<file path="src/rtl/bsm_pkg.sv">
// Shared types and constants for the bank switch mapper.
package bsm_pkg;

  localparam int unsigned CHAR_WINDOWS = 8;
  localparam int unsigned PROG_WINDOWS = 4;
  localparam int unsigned CHAR_IDX_W   = $clog2(CHAR_WINDOWS);
  localparam int unsigned PROG_IDX_W   = $clog2(PROG_WINDOWS);

  // Bus event kinds
  typedef enum logic [1:0] {
    OP_CPU_WRITE  = 2'd0,
    OP_TICK       = 2'd1,
    OP_CPU_LOOKUP = 2'd2,
    OP_PPU_LOOKUP = 2'd3
  } op_e;

  // Configuration register indexes
  localparam logic CFG_LAST_PRG_BANK     = 1'b0;
  localparam logic CFG_INITIAL_MIRRORING = 1'b1;

  // Command register codes (0-7 are character banks)
  localparam logic [3:0] CMD_PRG0     = 4'd8;
  localparam logic [3:0] CMD_PRG1     = 4'd9;
  localparam logic [3:0] CMD_PRG2     = 4'd10;
  localparam logic [3:0] CMD_PRG3     = 4'd11;
  localparam logic [3:0] CMD_MIRROR   = 4'd12;
  localparam logic [3:0] CMD_IRQ_CTRL = 4'd13;
  localparam logic [3:0] CMD_CNT_LO   = 4'd14;
  localparam logic [3:0] CMD_CNT_HI   = 4'd15;

  // CPU address regions, by address bits 15:13 (write selects by bits 14:13)
  localparam logic [2:0] CPU_RAM_WIN  = 3'd3;   // 6000h-7FFFh
  localparam logic [2:0] CPU_FIXED    = 3'd7;   // E000h-FFFFh
  localparam logic [1:0] WR_CMD_SEL   = 2'd0;   // 8000h-9FFFh
  localparam logic [1:0] WR_CMD_LOAD  = 2'd1;   // A000h-BFFFh

  // Mapping state seen by the lookup logic
  typedef struct packed {
    logic [CHAR_WINDOWS-1:0][7:0] char_banks;
    logic [PROG_WINDOWS-1:0][7:0] prog_banks;
    logic [7:0]                   last_prg_bank;
    logic                         ram_mapped;
    logic                         ram_enabled;
    logic [1:0]                   mirror_mode;
    logic                         irq_pending;
  } map_view_t;

endpackage

</file>
<file path="src/rtl/bsm_state.sv">
// Mapper register file: command writes, IRQ counter and configuration.
module bsm_state (
  input  logic                clk_i,
  input  logic                rst_ni,
  input  logic                step_en_i,
  input  bsm_pkg::op_e        opcode_i,
  input  logic [15:0]         address_i,
  input  logic [7:0]          data_i,
  input  logic                cfg_we_i,
  input  logic                cfg_index_i,
  input  logic [7:0]          cfg_data_i,
  output bsm_pkg::map_view_t  view_o
);

  logic [3:0]                                    cmd_q, cmd_d;
  logic [bsm_pkg::CHAR_WINDOWS-1:0][7:0]         chr_q, chr_d;
  logic [bsm_pkg::PROG_WINDOWS-1:0][7:0]         prg_q, prg_d;
  logic [7:0]                                    last_q, last_d;
  logic                                          init_mir_q, init_mir_d;
  logic                                          ram_map_q, ram_map_d;
  logic                                          ram_en_q, ram_en_d;
  logic [1:0]                                    mir_q, mir_d;
  logic                                          irq_en_q, irq_en_d;
  logic                                          cnt_en_q, cnt_en_d;
  logic [15:0]                                   cnt_q, cnt_d;
  logic                                          irq_q, irq_d;

  // Next state for one bus event or a configuration write
  always_comb begin
    cmd_d      = cmd_q;
    chr_d      = chr_q;
    prg_d      = prg_q;
    last_d     = last_q;
    init_mir_d = init_mir_q;
    ram_map_d  = ram_map_q;
    ram_en_d   = ram_en_q;
    mir_d      = mir_q;
    irq_en_d   = irq_en_q;
    cnt_en_d   = cnt_en_q;
    cnt_d      = cnt_q;
    irq_d      = irq_q;

    if (step_en_i) begin
      case (opcode_i)
        bsm_pkg::OP_CPU_WRITE: begin
          if (address_i[15]) begin
            if (address_i[14:13] == bsm_pkg::WR_CMD_SEL) begin
              cmd_d = data_i[3:0];
            end else if (address_i[14:13] == bsm_pkg::WR_CMD_LOAD) begin
              case (cmd_q) inside
                [4'd0:4'd7]: chr_d[cmd_q[bsm_pkg::CHAR_IDX_W-1:0]] = data_i;
                bsm_pkg::CMD_PRG0: begin
                  prg_d[0]  = data_i;
                  ram_map_d = data_i[6];
                  ram_en_d  = data_i[7];
                end
                bsm_pkg::CMD_PRG1, bsm_pkg::CMD_PRG2, bsm_pkg::CMD_PRG3:
                  prg_d[cmd_q[bsm_pkg::PROG_IDX_W-1:0]] = data_i;
                bsm_pkg::CMD_MIRROR: mir_d = data_i[1:0];
                bsm_pkg::CMD_IRQ_CTRL: begin
                  irq_en_d = data_i[0];
                  cnt_en_d = data_i[7];
                  irq_d    = 1'b0;
                end
                bsm_pkg::CMD_CNT_LO: cnt_d[7:0] = data_i;
                default: cnt_d[15:8] = data_i;
              endcase
            end
          end
        end
        bsm_pkg::OP_TICK: begin
          // decrement; IRQ on wrap to FFFFh
          if (cnt_en_q) begin
            cnt_d = cnt_q - 16'd1;
            if ((cnt_q == 16'd0) && irq_en_q) begin
              irq_d = 1'b1;
            end
          end
        end
        default: ;
      endcase
    end

    // Configuration writes must arrive only while idle; this block does not enforce it
    if (cfg_we_i) begin
      unique case (cfg_index_i)
        bsm_pkg::CFG_LAST_PRG_BANK: last_d = cfg_data_i;
        default: begin
          init_mir_d = cfg_data_i[0];
          mir_d      = {1'b0, cfg_data_i[0]};
        end
      endcase
    end
  end

  // State registers
  always_ff @(posedge clk_i or negedge rst_ni) begin
    if (!rst_ni) begin
      cmd_q      <= '0;
      chr_q      <= '0;
      for (int i = 0; i < bsm_pkg::PROG_WINDOWS; i++) begin
        prg_q[i] <= 8'(i);
      end
      last_q     <= 8'hFF;
      init_mir_q <= 1'b0;
      ram_map_q  <= 1'b0;
      ram_en_q   <= 1'b0;
      mir_q      <= 2'd0;
      irq_en_q   <= 1'b0;
      cnt_en_q   <= 1'b0;
      cnt_q      <= '0;
      irq_q      <= 1'b0;
    end else begin
      cmd_q      <= cmd_d;
      chr_q      <= chr_d;
      prg_q      <= prg_d;
      last_q     <= last_d;
      init_mir_q <= init_mir_d;
      ram_map_q  <= ram_map_d;
      ram_en_q   <= ram_en_d;
      mir_q      <= mir_d;
      irq_en_q   <= irq_en_d;
      cnt_en_q   <= cnt_en_d;
      cnt_q      <= cnt_d;
      irq_q      <= irq_d;
    end
  end

  // Post-event view; lookups leave the state unchanged
  assign view_o.char_banks    = chr_d;
  assign view_o.prog_banks    = prg_d;
  assign view_o.last_prg_bank = last_d;
  assign view_o.ram_mapped    = ram_map_d;
  assign view_o.ram_enabled   = ram_en_d;
  assign view_o.mirror_mode   = mir_d;
  assign view_o.irq_pending   = irq_d;

endmodule

</file>
<file path="src/rtl/bsm_lookup.sv">
// Address decode for CPU and PPU bank lookups.
module bsm_lookup (
  input  bsm_pkg::op_e        opcode_i,
  input  logic [15:0]         address_i,
  input  bsm_pkg::map_view_t  view_i,
  output logic [7:0]          bank_o,
  output logic                ram_select_o,
  output logic                mapped_o
);

  logic [bsm_pkg::PROG_IDX_W-1:0] prg_idx;
  logic [2:0]                     prg_off;

  // Program window index counted from 6000h
  assign prg_off = address_i[15:13] - bsm_pkg::CPU_RAM_WIN;
  assign prg_idx = prg_off[bsm_pkg::PROG_IDX_W-1:0];

  always_comb begin
    bank_o       = 8'd0;
    ram_select_o = 1'b0;
    mapped_o     = 1'b0;
    case (opcode_i)
      bsm_pkg::OP_CPU_LOOKUP: begin
        if (address_i[15:13] >= bsm_pkg::CPU_RAM_WIN) begin
          mapped_o = 1'b1;
          if (address_i[15:13] == bsm_pkg::CPU_FIXED) begin
            bank_o = view_i.last_prg_bank;
          end else if (address_i[15:13] == bsm_pkg::CPU_RAM_WIN) begin
            if (view_i.ram_mapped && view_i.ram_enabled) begin
              ram_select_o = 1'b1;
            end else begin
              bank_o = view_i.prog_banks[0];
            end
          end else begin
            bank_o = view_i.prog_banks[prg_idx];
          end
        end
      end
      bsm_pkg::OP_PPU_LOOKUP: begin
        if (address_i[15:13] == 3'd0) begin
          mapped_o = 1'b1;
          bank_o   = view_i.char_banks[address_i[12:10]];
        end
      end
      default: ;
    endcase
  end

endmodule

</file>
<file path="src/rtl/bank_switch_mapper_with_irq_counter.sv">
// Top level of the bank switch mapper with tick-event IRQ counter.
//
//  channel  | handshake                 | word
//  ---------+---------------------------+------------------------------------
//  in       | in_valid_i / in_ready_o   | opcode_i, address_i, data_i
//  out      | out_valid_o / out_ready_i | bank_o, ram_select_o, mapped_o,
//           |                           | mirroring_o, irq_line_o
//  cfg      | cfg_we_i (no wait)        | cfg_index_i, cfg_data_i
//
// One word per cycle sustained while out_ready_i is high; each word goes
// through the input register, then decode and state update into the
// result register. The state updates when a word moves from the input
// register into the result register. A stalled result register holds the
// input register, and in_ready_o drops only when both are full.
// Reset is asynchronous and returns all mapper state to its reset values.
module bank_switch_mapper_with_irq_counter (
  input  logic        clk_i,
  input  logic        rst_ni,
  input  logic        in_valid_i,
  output logic        in_ready_o,
  input  logic [1:0]  opcode_i,
  input  logic [15:0] address_i,
  input  logic [7:0]  data_i,
  output logic        out_valid_o,
  input  logic        out_ready_i,
  output logic [7:0]  bank_o,
  output logic        ram_select_o,
  output logic        mapped_o,
  output logic [1:0]  mirroring_o,
  output logic        irq_line_o,
  input  logic        cfg_we_i,
  input  logic        cfg_index_i,
  input  logic [7:0]  cfg_data_i
);

  logic               in_vld_q;
  bsm_pkg::op_e       op_q;
  logic [15:0]        addr_q;
  logic [7:0]         data_q;
  logic               out_vld_q;
  logic [7:0]         bank_q;
  logic               ram_q;
  logic               mapped_q;
  logic [1:0]         mir_q;
  logic               irq_q;
  logic               advance;
  bsm_pkg::map_view_t view;
  logic [7:0]         bank_d;
  logic               ram_d;
  logic               mapped_d;

  assign advance    = in_vld_q && (!out_vld_q || out_ready_i);
  assign in_ready_o = !in_vld_q || advance;

  // Input register
  always_ff @(posedge clk_i or negedge rst_ni) begin
    if (!rst_ni) begin
      in_vld_q <= 1'b0;
    end else if (in_ready_o) begin
      in_vld_q <= in_valid_i;
    end
  end

  always_ff @(posedge clk_i) begin
    if (in_ready_o && in_valid_i) begin
      op_q   <= bsm_pkg::op_e'(opcode_i);
      addr_q <= address_i;
      data_q <= data_i;
    end
  end

  bsm_state u_state (
    .clk_i       (clk_i),
    .rst_ni      (rst_ni),
    .step_en_i   (advance),
    .opcode_i    (op_q),
    .address_i   (addr_q),
    .data_i      (data_q),
    .cfg_we_i    (cfg_we_i),
    .cfg_index_i (cfg_index_i),
    .cfg_data_i  (cfg_data_i),
    .view_o      (view)
  );

  bsm_lookup u_lookup (
    .opcode_i     (op_q),
    .address_i    (addr_q),
    .view_i       (view),
    .bank_o       (bank_d),
    .ram_select_o (ram_d),
    .mapped_o     (mapped_d)
  );

  // Result register
  always_ff @(posedge clk_i or negedge rst_ni) begin
    if (!rst_ni) begin
      out_vld_q <= 1'b0;
    end else if (advance) begin
      out_vld_q <= 1'b1;
    end else if (out_ready_i) begin
      out_vld_q <= 1'b0;
    end
  end

  always_ff @(posedge clk_i) begin
    if (advance) begin
      bank_q   <= bank_d;
      ram_q    <= ram_d;
      mapped_q <= mapped_d;
      mir_q    <= view.mirror_mode;
      irq_q    <= view.irq_pending;
    end
  end

  assign out_valid_o  = out_vld_q;
  assign bank_o       = bank_q;
  assign ram_select_o = ram_q;
  assign mapped_o     = mapped_q;
  assign mirroring_o  = mir_q;
  assign irq_line_o   = irq_q;

endmodule
</file>
<file path="config.mk">
export PLATFORM = sky130hd
export DESIGN_NAME = bank_switch_mapper_with_irq_counter
export DESIGN_NICKNAME = d
export VERILOG_FILES = /design/src/rtl/bsm_pkg.sv /design/src/rtl/bsm_state.sv /design/src/rtl/bsm_lookup.sv /design/src/rtl/bank_switch_mapper_with_irq_counter.sv
export SDC_FILE = /design/constraint.sdc
export NUM_CORES = 1
export LEC_CHECK = 0
export BUFFER_PORTS_ARGS = -buffer_cell sky130_fd_sc_hd__buf_2
export CAP_MARGIN = 20
export CORE_ASPECT_RATIO = 1.75
export CORE_MARGIN = 4
export CORE_UTILIZATION = 60
export DETAILED_ROUTE_END_ITERATION = 10
export PLACE_DENSITY = 0.79
export SLEW_MARGIN = 20
export SYNTH_ARGS = -nofsm -noshare
export SYNTH_HDL_FRONTEND = slang
export SYNTH_HIERARCHICAL = 1
export SYNTH_SLANG_ARGS = --single-unit
</file>
<file path="constraint.sdc">
create_clock -name clk_i -period 4 [get_ports clk_i]
set_input_delay 0.4 -clock clk_i [delete_from_list [all_inputs] [get_ports clk_i]]
set_output_delay 0.4 -clock clk_i [all_outputs]
set_load 0.03 [all_outputs]
</file>
; Yosys cells after proc, flatten, opt, wreduce, memory -nomap -nowiden
; Cells that the tools add are included.
[word_totals]
register_bits = 172
inputBits = 40
out_inout_bits = 15
wordCells = 193
[classes]
add_sub_neg = 2
order_cmp = 9
n_eq_ne = 24
mux = 95
n_bitwise = 8
reduce_logical = 23
[op_table]
columns = cell, count
row1 = 2-to-1 mux 64 bit, 6
row2 = 2-to-1 mux 8 bit, 26
row3 = 2-to-1 mux 32 bit, 5
row4 = 2-to-1 mux 24 bit, 3
row5 = bitwise mux 64 bit, 1
row6 = 2-to-1 mux 16 bit, 4
row7 = bitwise mux 32 bit, 1
row8 = one-hot mux 16 bit (2 select lines), 1
row9 = 2-to-1 mux 1 bit, 30
row10 = equality test 4 bit (second input constant), 7
row11 = binary-select mux 8 bit (select 3 bit), 1
row12 = demux 8 bit (select 3 bit), 1
row13 = AND reduction 12 bit, 2
row14 = 2-to-1 mux 2 bit, 11
row15 = binary-select mux 8 bit (select 2 bit), 1
row16 = demux 8 bit (select 2 bit), 1
row17 = logical NOT 16 bit, 1
row18 = != test 2 bit (second input constant), 8
row19 = one-hot mux 8 bit (2 select lines), 1
row20 = subtractor 16 x 1 -> 16 bit (second input constant), 1
row21 = AND reduction 10 bit, 1
row22 = < comparator 3 x 4 -> 1 bit (second input constant), 2
row23 = NOT 1 bit, 8
row24 = logical AND 1 bit, 7
row25 = other kinds (21), 31

; Longest topological paths before layout
; Gate-level depths: netlist of the first run.
[depth]
word_depth = 19
depth_mapped = 11
depth_no_buf = 10

; By module
; The synthesis of the first run kept the hierarchy.
[by_module_without_submodules]
columns = mod, instances, cells_per_inst, area_each_um2
row1 = bsm_state, 1, 418, 5529.1
row2 = bank_switch_mapper_with_irq_counter, 1, 47, 1275.0
row3 = bsm_lookup, 1, 87, 1001.0

; Least setup slack after synthesis of the first run
; OpenSTA, ideal clock, no wires.
[synth_timing]
path_kind = flip-flop to flip-flop
from = reg out_vld_q, in the netlist out_valid_o
to = reg bank_q[4], in the netlist bank_o[4], data pin
t_arrival_ns = 3.160
required_time_ns = 3.728
slack_ns = 0.568
path_stages_with_launch = 11
synth_period_minus_slack_ns = 3.432
cell_sequence = dfrtp_1 -> nand2b_1 -> and2_1 -> and4bb_2 -> and2b_1 -> nand3_1 -> nor2_1 -> mux2_2 -> mux4_1 -> nand3b_1 -> o311ai_1
[synth_lines]
columns = element, line_no
row1 = start: declaration, bank_switch_mapper_with_irq_counter.sv:40  ; logic out_vld_q;
row2 = start signal: assignment, bank_switch_mapper_with_irq_counter.sv:97  ; out_vld_q <= 1'b0;
row3 = start signal: assignment, bank_switch_mapper_with_irq_counter.sv:99  ; out_vld_q <= 1'b1;
row4 = start signal: assignment, bank_switch_mapper_with_irq_counter.sv:101  ; out_vld_q <= 1'b0;
row5 = end signal: assignment, bank_switch_mapper_with_irq_counter.sv:107  ; bank_q <= bank_d;
row6 = end: declaration, bank_switch_mapper_with_irq_counter.sv:41  ; logic [7:0] bank_q;

==> results of run 1 <==
-- state kept, by name (all words and copies together) (netlist names), 2 cells and up --
register        cells
u_state/last_q      8
bank_o              8
u_state/prg_q      32
mirroring_o         2
data_q              8
addr_q              6
u_state/cmd_q       4
u_state/mir_q       2
u_state/cnt_q      16
op_q                2
u_state/chr_q      64
-- layer usage --
metal | track usage [%] | up-vias | wire length (um)
li1 | - | 2120 | -
met1 | 29.0 | 2428 | 6190
met2 | 42.4 | 196 | 8570
met3 | 4.87 | 49 | 844
met4 | 14.5 | 0 | 831
met5 | 0 | - | 0
-- layout make-up --
class / instances / area share [%]
clock buffers: 19 / 5.27
clock inverters: 13 / 1.21
inverters: 7 / 0.313
multi-input cells: 338 / 36.7
flip-flops and latches: 162 / 50.1
well taps: 165 / 2.46
repair buffers: 58 / 3.90
-- power groups by stage --
stage	sequential [mW]	clock, mW	combinational [mW]
floorplan	1.90	0	0.257
global placement	1.93	0	0.339
detailed placement	1.94	0	0.355
CTS	1.91	1.50	0.357
global route	1.93	1.58	0.392
finish	1.91	1.48	0.357
-- metrics by stage --
step | setup slack (ns) | power [mW] | instances | utilization, % | cell area [um^2]
floorplan | 0.568 | 2.16 | 542 | - | 7500
detailed placement | 0.506 | 2.29 | 730 | 64.8 | 7860
CTS | 0.424 | 3.77 | 762 | 69.3 | 8410
global placement | 0.655 | 2.27 | 730 | 64.8 | 7860
finish | 0.348 | 3.75 | 762 | 69.3 | 8410
global route | 0.145 | 3.90 | 762 | 69.3 | 8410
-- cell usage in the layout, fill, tap and decap left out, types with 10 or more instances in the layout --
cell,instances
nor2_1,25
dfstp_2,12
nand2_1,27
buf_4,15
a21oi_1,11
mux2_2,112
dfrtp_1,121
nand3_1,12
buf_2,43
nand2b_1,10
edfxtp_1,29
o21ai_0,18
mux4_2,18
clkbuf_16,17
-- final timing paths --
kind / start / endpoint / slack [ns] / cells past startpoint
worst min-delay path: rst_ni / u_state/chr_q[18]$_DFF_PN0_ / 0.01 / 1
max in group asynchronous: rst_ni / u_state/prg_q[24]$_DFF_PN1_ / 2.97 / 2
worst max register to register: addr_q[15]$_DFFE_PP_ / bank_o[7]$_DFFE_PP_ / 0.35 / 7
worst max-delay path: addr_q[15]$_DFFE_PP_ / bank_o[7]$_DFFE_PP_ / 0.35 / 7
min in group clk_i: address_i[13] / addr_q[13]$_DFFE_PP_ / 0.15 / 1
worst min register to register: u_state/chr_q[15]$_DFF_PN0_ / u_state/chr_q[15]$_DFF_PN0_ / 0.49 / 1
==> impl_metrics.py, run 1 <==
metrics = {
    "grt": {
        "grt_pass1_vias": 5116,
        "grt_overflow": 0,
        "grt_pass1_wl_mm": 26.8,
        "antenna_found_initial": 0,
        "grt.total_usage_pct": 24.9,
        "grt_max_degree": 54,
    },
    "cts": {
        "ctsHoldBuffers": 0,
        "root_buffer": "clkbuf_16",
        "cts.sinks": 162,
        "htreeDepth": 4,
        "cts_setup_buffers": 0,
        "cts_buffer_depth": 2,
        "ctsResizeCount": 0,
        "cts_made_buffers": 17,
        "cts.clk_slew.worst_paths_ns": 0.06,
        "cts_tree": "done",
        "worstSkewPairLatency_ns": 0.42,
    },
    "run": {
        "maxCapViolations": 0,
    },
    "hold_path": {
        "hold_class": "in -> async",
    },
    "floorplan": {
        "die_x_um": 92.5,
        "fp.dieArea_um2": 14400,
        "initial_core_util_pct": 61.8,
        "ios": 55,
        "die_h_um": 156,
        "placementRows": 53,
        "core_um2": 12100,
    },
    "drt": {
        "vias": 4793,
        "drc": 0,
        "ant_nets": 0,
        "firstDrtPassIters": 5,
        "vias_per_cell": 6.29,
        "drt-total-wl_mm": 16.4,
        "first_iter_violations": 326,
        "wire_per_inst_um": 21.6,
    },
    "sta": {
        "whs_ns": 0.0127,
        "min_period_ns": 3.65,
        "hold_violations": 0,
        "tightestPinTransition_ns": 0.964,
        "timing.fmax_ghz": 0.274,
        "maxSlewHeadroom_pct": 35.8,
        "grt_setup_unrepaired": "false",
        "finalSetupViolCount": 0,
        "setup_tns_ns": 0,
        "timing.final.crit_share_pct": 91.3,
        "fin_skew_ns": 0.00800,
        "maxSlewViolCount": 0,
    },
    "setup_path": {
        "cpPeakStageDelay_ns": 0.76,
        "required_ns": 4.21,
        "arrival_ns": 3.86,
        "path_cells": "and4bb_2, and2b_1, nand4_1, mux2_2, a21oi_2, a221oi_1, o311ai_1",
        "crit_buf_inv": 0,
        "cp_top_family": "simple AND/OR/NAND/NOR gates",
        "crit_path_end_kind": "register",
        "worst_setup_path_start_kind": "register",
        "slowest_stage": "edfxtp_1",
        "path_max_fanout": 15,
        "crit_type": "reg -> reg",
    },
    "power_and_ir_drop": {
        "seqPwrFrac_pct": 51.0,
        "power_frac_clock_pct": 39.5,
        "p_switching_uw": 964,
        "swShare_pct": 25.7,
        "p_leak_nw": 3.79,
        "peakVddDrop_v": 0.000331,
        "p_per_area_nw_per_um2": 446,
        "pwr-share-comb_pct": 9.5,
        "cell_internal_pwr_mw": 2.78,
    },
    "place": {
        "hpwl_mm": 11.2,
        "portBuffers": 44,
        "gp_congestion": 0.883,
    },
    "cells_and_area": {
        "fillers": 871,
        "diodes": 0,
        "final_nets": 628,
        "multiInputGateArea_um2": 3090,
        "drive_gt1_share_pct": 40.5,
        "register_area_um2": 4210,
        "syn_to_final_growth_pct": 12.0,
    },
    "synthesis": {
        "avgSynthCellArea_um2": 13.8,
        "synth_area_um2": 7500,
        "syn_inst": 542,
        "synth_nets": 586,
        "yosys_warnings": 6,
    },
    "status": {
        "status": "completed",
    },
}
(Power assumes the default switching activity.)
==> run 2, diff against run 1 <==
- CORE_UTILIZATION: 60 -> 55
- PLACE_DENSITY: 0.79 -> 0.74
- RECOVER_POWER: default -> 100
==> run 2 against run 1 <==
Compared with the run above: the run now ends with capacitance limit, slew limit left; die area grew 8.5%; total power grew 3.9%; combinational power shrank 3%; via count grew 0.73%; wire length grew 2.2%; cell count grew 1.6%; flip-flop and latch count is the same; clock skew grew 0.0036 ns; global-route usage shrank 1.6 points; core utilization shrank 6.4 points; setup slack gained 0.15 ns; critical endpoint is now bank_o[5]$_DFFE_PP_; largest power group unchanged.
==> impl_metrics.py, run 2 (same netlist as run 1, synthesis figures left out) <==
metrics = {
    "status": {
        "status": "complete, but fails checks",
        "violations": "capacitance limit, slew limit",
    },
    "sta": {
        "fin_skew_ns": 0.0116,
        "maxSlewHeadroom_pct": -19.9,
        "finalSetupViolCount": 0,
        "hold_violations": 0,
        "timing.fmax_ghz": 0.286,
        "min_period_ns": 3.50,
        "tightestPinTransition_ns": 1.80,
        "timing.final.crit_share_pct": 87.5,
        "maxSlewViolCount": 73,
        "setup_tns_ns": 0,
        "grt_setup_unrepaired": "false",
    },
    "floorplan": {
        "fp.dieArea_um2": 15700,
        "die_h_um": 163,
        "ios": 55,
        "die_x_um": 96.3,
        "placementRows": 56,
        "initial_core_util_pct": 56.1,
        "core_um2": 13400,
    },
    "cts": {
        "cts_buffer_depth": 2,
        "worstSkewPairLatency_ns": 0.42,
        "root_buffer": "clkbuf_16",
        "cts_made_buffers": 17,
        "cts.clk_slew.worst_paths_ns": 0.07,
        "htreeDepth": 4,
        "cts_tree": "done",
        "ctsHoldBuffers": 0,
        "cts.sinks": 162,
        "cts_setup_buffers": 0,
        "ctsResizeCount": 0,
    },
    "setup_path": {
        "cp_top_family": "simple AND/OR/NAND/NOR gates",
        "r2r_slack_ns": 0.50,
        "arrival_ns": 3.65,
        "slowest_stage": "mux4_1",
        "required_ns": 4.15,
        "cpPeakStageDelay_ns": 0.59,
        "crit_path_end_kind": "register",
        "worstReg2RegStart": "out_valid_o$_DFFE_PN0P_",
        "path_max_fanout": 8,
        "crit_type": "reg -> reg",
        "path_cells": "nand2b_1, and2_0, and4bb_1, and2b_1, nand3_1, nor3_2, clkbuf_1, mux2_2, mux4_1, nand3b_1, o311ai_1",
        "crit_buf_inv": 1,
        "worst_setup_path_start_kind": "register",
        "reg2reg_to": "bank_o[5]$_DFFE_PP_",
        "worstRegToRegCells": 11,
    },
    "cells_and_area": {
        "largest_register_ffs": 64,
        "regMostFlops": "u_state/chr_q",
        "final_nets": 631,
        "diodes": 0,
        "fin_util_pct": 62.8,
        "final_cell_mix": "dfrtp_1, mux2_1, mux2_2",
        "top_regs": "u_state/chr_q: 64 flops, u_state/prg_q: 32 flops, u_state/cnt_q: 16 flops",
        "final_common_cell": "dfrtp_1",
        "drive_gt1_share_pct": 25.7,
        "syn_to_final_growth_pct": 12.0,
    },
    "hold_path": {
        "hold-path-endpoint": "data_q[2]$_DFFE_PP_",
        "hold_class": "in -> reg",
        "min_path_cells": 1,
        "holdCritStartpoint": "data_i[2]",
    },
    "grt": {
        "antenna_found_initial": 0,
        "grt_pass1_vias": 5146,
        "met1_usage_pct": 28.6,
        "grt_pass1_wl_mm": 27.1,
        "met3_usage_pct": 4.16,
        "grt.total_usage_pct": 23.3,
        "grt_overflow": 0,
        "grt_max_degree": 73,
        "use_met2_pct": 38.9,
        "top_usage_layer": "met2",
    },
    "run": {
        "maxCapViolations": 1,
    },
    "power_and_ir_drop": {
        "p_switching_uw": 994,
        "pwr-share-comb_pct": 8.9,
        "swShare_pct": 25.5,
        "p_leak_nw": 3.79,
        "p_per_area_nw_per_um2": 463,
        "seqPwrFrac_pct": 49.0,
        "peakVddDrop_v": 0.000317,
        "power_frac_clock_pct": 42.1,
        "cell_internal_pwr_mw": 2.90,
    },
    "place": {
        "hpwl_mm": 11.2,
        "portBuffers": 44,
        "gp_congestion": 0.927,
    },
    "drt": {
        "ant_nets": 0,
        "first_iter_violations": 226,
        "drc": 0,
        "drt-total-wl_mm": 16.8,
        "vias": 4828,
        "firstDrtPassIters": 5,
        "wire_per_inst_um": 21.7,
        "vias_per_cell": 6.24,
    },
}
run 2: per-stage QoR:
| stage | hold slack (ns) | setup WS [ns] | area, um^2 | std cells | power [mW] |
|---|---|---|---|---|---|
| after floorplan | 0.104 | 0.568 | 7500 | 542 | 2.16 |
| after global placement | 0.474 | 0.722 | 7890 | 742 | 2.27 |
| after detailed placement | 0.483 | 0.675 | 7890 | 742 | 2.30 |
| after CTS | 0.143 | 0.746 | 8490 | 774 | 3.94 |
| after global routing | 0.139 | 0.304 | 8410 | 774 | 4.04 |
| final | 0.155 | 0.501 | 8410 | 774 | 3.89 |
run 2: worst reg2reg max path, cell delays in order, from the launching register on:
cell	delay, ns
dfrtp_1	0.40
nand2b_1	0.10
and2_0	0.17
and4bb_1	0.25
and2b_1	0.21
nand3_1	0.18
nor3_2	0.17
clkbuf_1	0.48
mux2_2	0.41
mux4_1	0.59
nand3b_1	0.15
o311ai_1	0.11
run 2: final cells by class:
class / count / area (um^2)
tap: 174 / 218
sequential: 162 / 4210
fill: 1037 / 4980
clock inverter: 13 / 150
inverter: 7 / 26.3
clock buffer: 19 / 443
timing repair buffer: 61 / 280
multi-input combinational: 338 / 3080
run 2: how the worst max path moves through the flow:
stage                                  from             endpoint  slack (ns)  cells after the start
finish              out_valid_o$_DFFE_PN0P_  bank_o[5]$_DFFE_PP_        0.50                     11
CTS                 out_valid_o$_DFFE_PN0P_  bank_o[6]$_DFFE_PP_        0.75                     10
global route        out_valid_o$_DFFE_PN0P_  bank_o[5]$_DFFE_PP_        0.30                     11
detailed placement              out_ready_i  bank_o[3]$_DFFE_PP_        0.67                     11
floorplan           out_valid_o$_DFFE_PN0P_  bank_o[4]$_DFFE_PP_        0.57                     10
global placement                out_ready_i  bank_o[3]$_DFFE_PP_        0.72                     11
run 2: power by group through the flow:
stage	sequential, mW	clock, mW	combinational (mW)
2_1_floorplan	1.90	0	0.257
3_3_place_gp	1.93	0	0.346
3_5_place_dp	1.94	0	0.361
4_1_cts	1.90	1.67	0.366
5_1_grt	1.92	1.74	0.379
6_report	1.91	1.64	0.346
run 2: metal layers:
layer  up-vias  share of wire [%]
li1       2123                  -
met1      2510                 40
met2       158                 52
met3        37                4.3
met4         0                4.2
met5         -                  0
==> run 3, diff against run 2 <==
- ABC_AREA: default -> 1
- PLACE_DENSITY: 0.74 -> 0.73
==> run 3 against run 2 <==
Compared with the run above: the run still ends with capacitance limit, slew limit left; flip-flop and latch count stayed put; non-clock buffer count is 10 lower; maximum frequency is 11% higher; first-iteration DRC count is 120% higher; critical endpoint is now bank_o[4]$_DFFE_PP_; largest cell class unchanged.
==> impl_metrics.py, run 3 <==
metrics = {
    "status": {
        "status": "complete, but fails checks",
        "violations": "capacitance limit, slew limit",
    },
    "cells_and_area": {
        "drive_gt1_share_pct": 8.96,
        "fillers": 1294,
        "final_cell_mix": "nand2_1, inv_1, dfrtp_1",
        "top_regs": "u_state/chr_q: 64 flops, u_state/prg_q: 32 flops, u_state/cnt_q: 16 flops",
        "fin_area_um2": 8810,
        "final_common_cell": "nand2_1",
        "syn_to_final_growth_pct": 8.24,
        "regMostFlops": "u_state/chr_q",
        "diodes": 0,
        "fin_util_pct": 61.0,
        "final_nets": 1103,
        "largest_register_ffs": 64,
    },
    "grt": {
        "grt_pass1_wl_mm": 33.1,
        "use_met2_pct": 44.7,
        "grt_max_degree": 90,
        "grt.total_usage_pct": 25.2,
        "top_usage_layer": "met2",
        "grt_overflow": 0,
        "met3_usage_pct": 3.63,
        "met1_usage_pct": 29.9,
        "grt_pass1_vias": 6538,
        "antenna_found_initial": 0,
    },
    "sta": {
        "maxSlewHeadroom_pct": -47.5,
        "finalSetupViolCount": 0,
        "timing.fmax_ghz": 0.317,
        "setup_ws_ns": 0.849,
        "min_period_ns": 3.15,
        "tightestPinTransition_ns": 2.21,
        "timing.final.crit_share_pct": 78.8,
        "setup_tns_ns": 0,
        "hold_violations": 0,
        "maxSlewViolCount": 90,
        "grt_setup_unrepaired": "false",
        "fin_skew_ns": 0.00858,
    },
    "floorplan": {
        "core_um2": 14400,
        "initial_core_util_pct": 56.4,
        "ios": 55,
        "fp.dieArea_um2": 16900,
        "die_h_um": 169,
        "die_x_um": 100,
        "placementRows": 58,
    },
    "power_and_ir_drop": {
        "peakVddDrop_v": 0.000265,
        "p_per_area_nw_per_um2": 457,
        "p_leak_nw": 4.26,
    },
    "cts": {
        "root_buffer": "clkbuf_16",
        "worstSkewPairLatency_ns": 0.42,
        "cts_buffer_depth": 2,
        "cts.clk_slew.worst_paths_ns": 0.07,
        "ctsHoldBuffers": 0,
        "htreeDepth": 4,
        "cts_setup_buffers": 0,
        "cts_tree": "done",
        "ctsResizeCount": 0,
        "cts.sinks": 162,
        "cts_made_buffers": 17,
    },
    "place": {
        "gp_congestion": 0.888,
        "postPlaceCellArea_um2": 8390,
        "portBuffers": 44,
        "dpl_worst_slack_ns": 1.02,
        "hpwl_mm": 13.8,
    },
    "setup_path": {
        "path_max_fanout": 17,
        "path_cells": "a21oi_1, buf_4, nand3_1, nor3_1, nand2_1, nand2_1, o21ai_0, nor2_1, nor2_1, nand2_1, nand3_1, nand3_1, nand2_1",
        "slowest_stage": "nand2_1",
        "required_ns": 4.17,
        "cpMostUsedCell": "nand2_1",
        "worst_setup_path_start_kind": "register",
        "crit_path_end_kind": "register",
        "arrival_ns": 3.32,
        "crit_type": "reg -> reg",
        "cpPeakStageDelay_ns": 0.42,
    },
    "drt": {
        "wire_per_inst_um": 16.1,
        "vias": 6683,
        "drc": 0,
        "drt-total-wl_mm": 20.1,
        "firstDrtPassIters": 5,
        "ant_nets": 0,
        "first_iter_violations": 492,
        "vias_per_cell": 5.34,
    },
    "synthesis": {
        "synth_area_um2": 8140,
        "syn_inst": 1028,
        "yosys_warnings": 6,
        "avgSynthCellArea_um2": 7.92,
        "synth_nets": 1072,
    },
    "hold_path": {
        "hold_class": "in -> reg",
    },
    "run": {
        "maxCapViolations": 1,
    },
}
==> run 3: path summary, 6_finish.rpt <==
path                                        startpoint                            to  slack [ns]  cells past startpoint
min reg2reg                u_state/chr_q[15]$_DFF_PN0_   u_state/chr_q[15]$_DFF_PN0_        0.48                      2
min in group asynchronous                       rst_ni  u_state/cnt_q[5]$_DFFE_PN0P_        0.63                      1
max reg2reg                    out_valid_o$_DFFE_PN0P_           bank_o[4]$_DFFE_PP_        0.85                     13
min                                          data_i[1]           data_q[1]$_DFFE_PP_        0.15                      1
max                            out_valid_o$_DFFE_PN0P_           bank_o[4]$_DFFE_PP_        0.85                     13
max in group asynchronous                       rst_ni   u_state/chr_q[58]$_DFF_PN0_        1.43                      2
==> run 3: area by class of cell <==
class	instances	area, um^2	share of cell area, %
clock inverter	14	105	1.19
inverter	131	499	5.66
tap	180	225	2.56
timing repair buffer	51	245	2.78
sequential	162	4210	47.8
multi-input combinational	696	3100	35.1
clock buffer	18	429	4.87
==> run 3: report_power, final <==
part	switching, mW	internal [mW]	total, mW
Sequential	0.102	1.82	1.92
Clock	0.683	0.799	1.48
Combinational	0.435	0.191	0.626
==> run 3: per-layer routing <==
| layer | wire [um] | vias to the layer above |
|---|---|---|
| li1 | - | 3306 |
| met1 | 7880 | 3144 |
| met2 | 10600 | 195 |
| met3 | 1010 | 38 |
| met4 | 644 | 0 |
| met5 | 0 | - |
==> run 3: worst max-delay path, delay by kind of cell, from the launching register on <==
family / cells / cell delay (ns)
AND/OR/NAND/NOR: 10 / 1.91
AO/OA/AOI/OAI: 2 / 0.29
flip-flops: 1 / 0.41
buffers and inverters: 1 / 0.27
==> run 3: per-stage QoR <==
step / std cells / total power [mW] / hold slack, ns
2_1_floorplan: 1028 / 2.39 / 0.104
3_3_place_gp: 1220 / 2.57 / 0.453
3_5_place_dp: 1220 / 2.59 / 0.460
4_1_cts: 1252 / 4.07 / 0.0735
5_1_grt: 1252 / 4.24 / 0.133
6_report: 1252 / 4.03 / 0.152
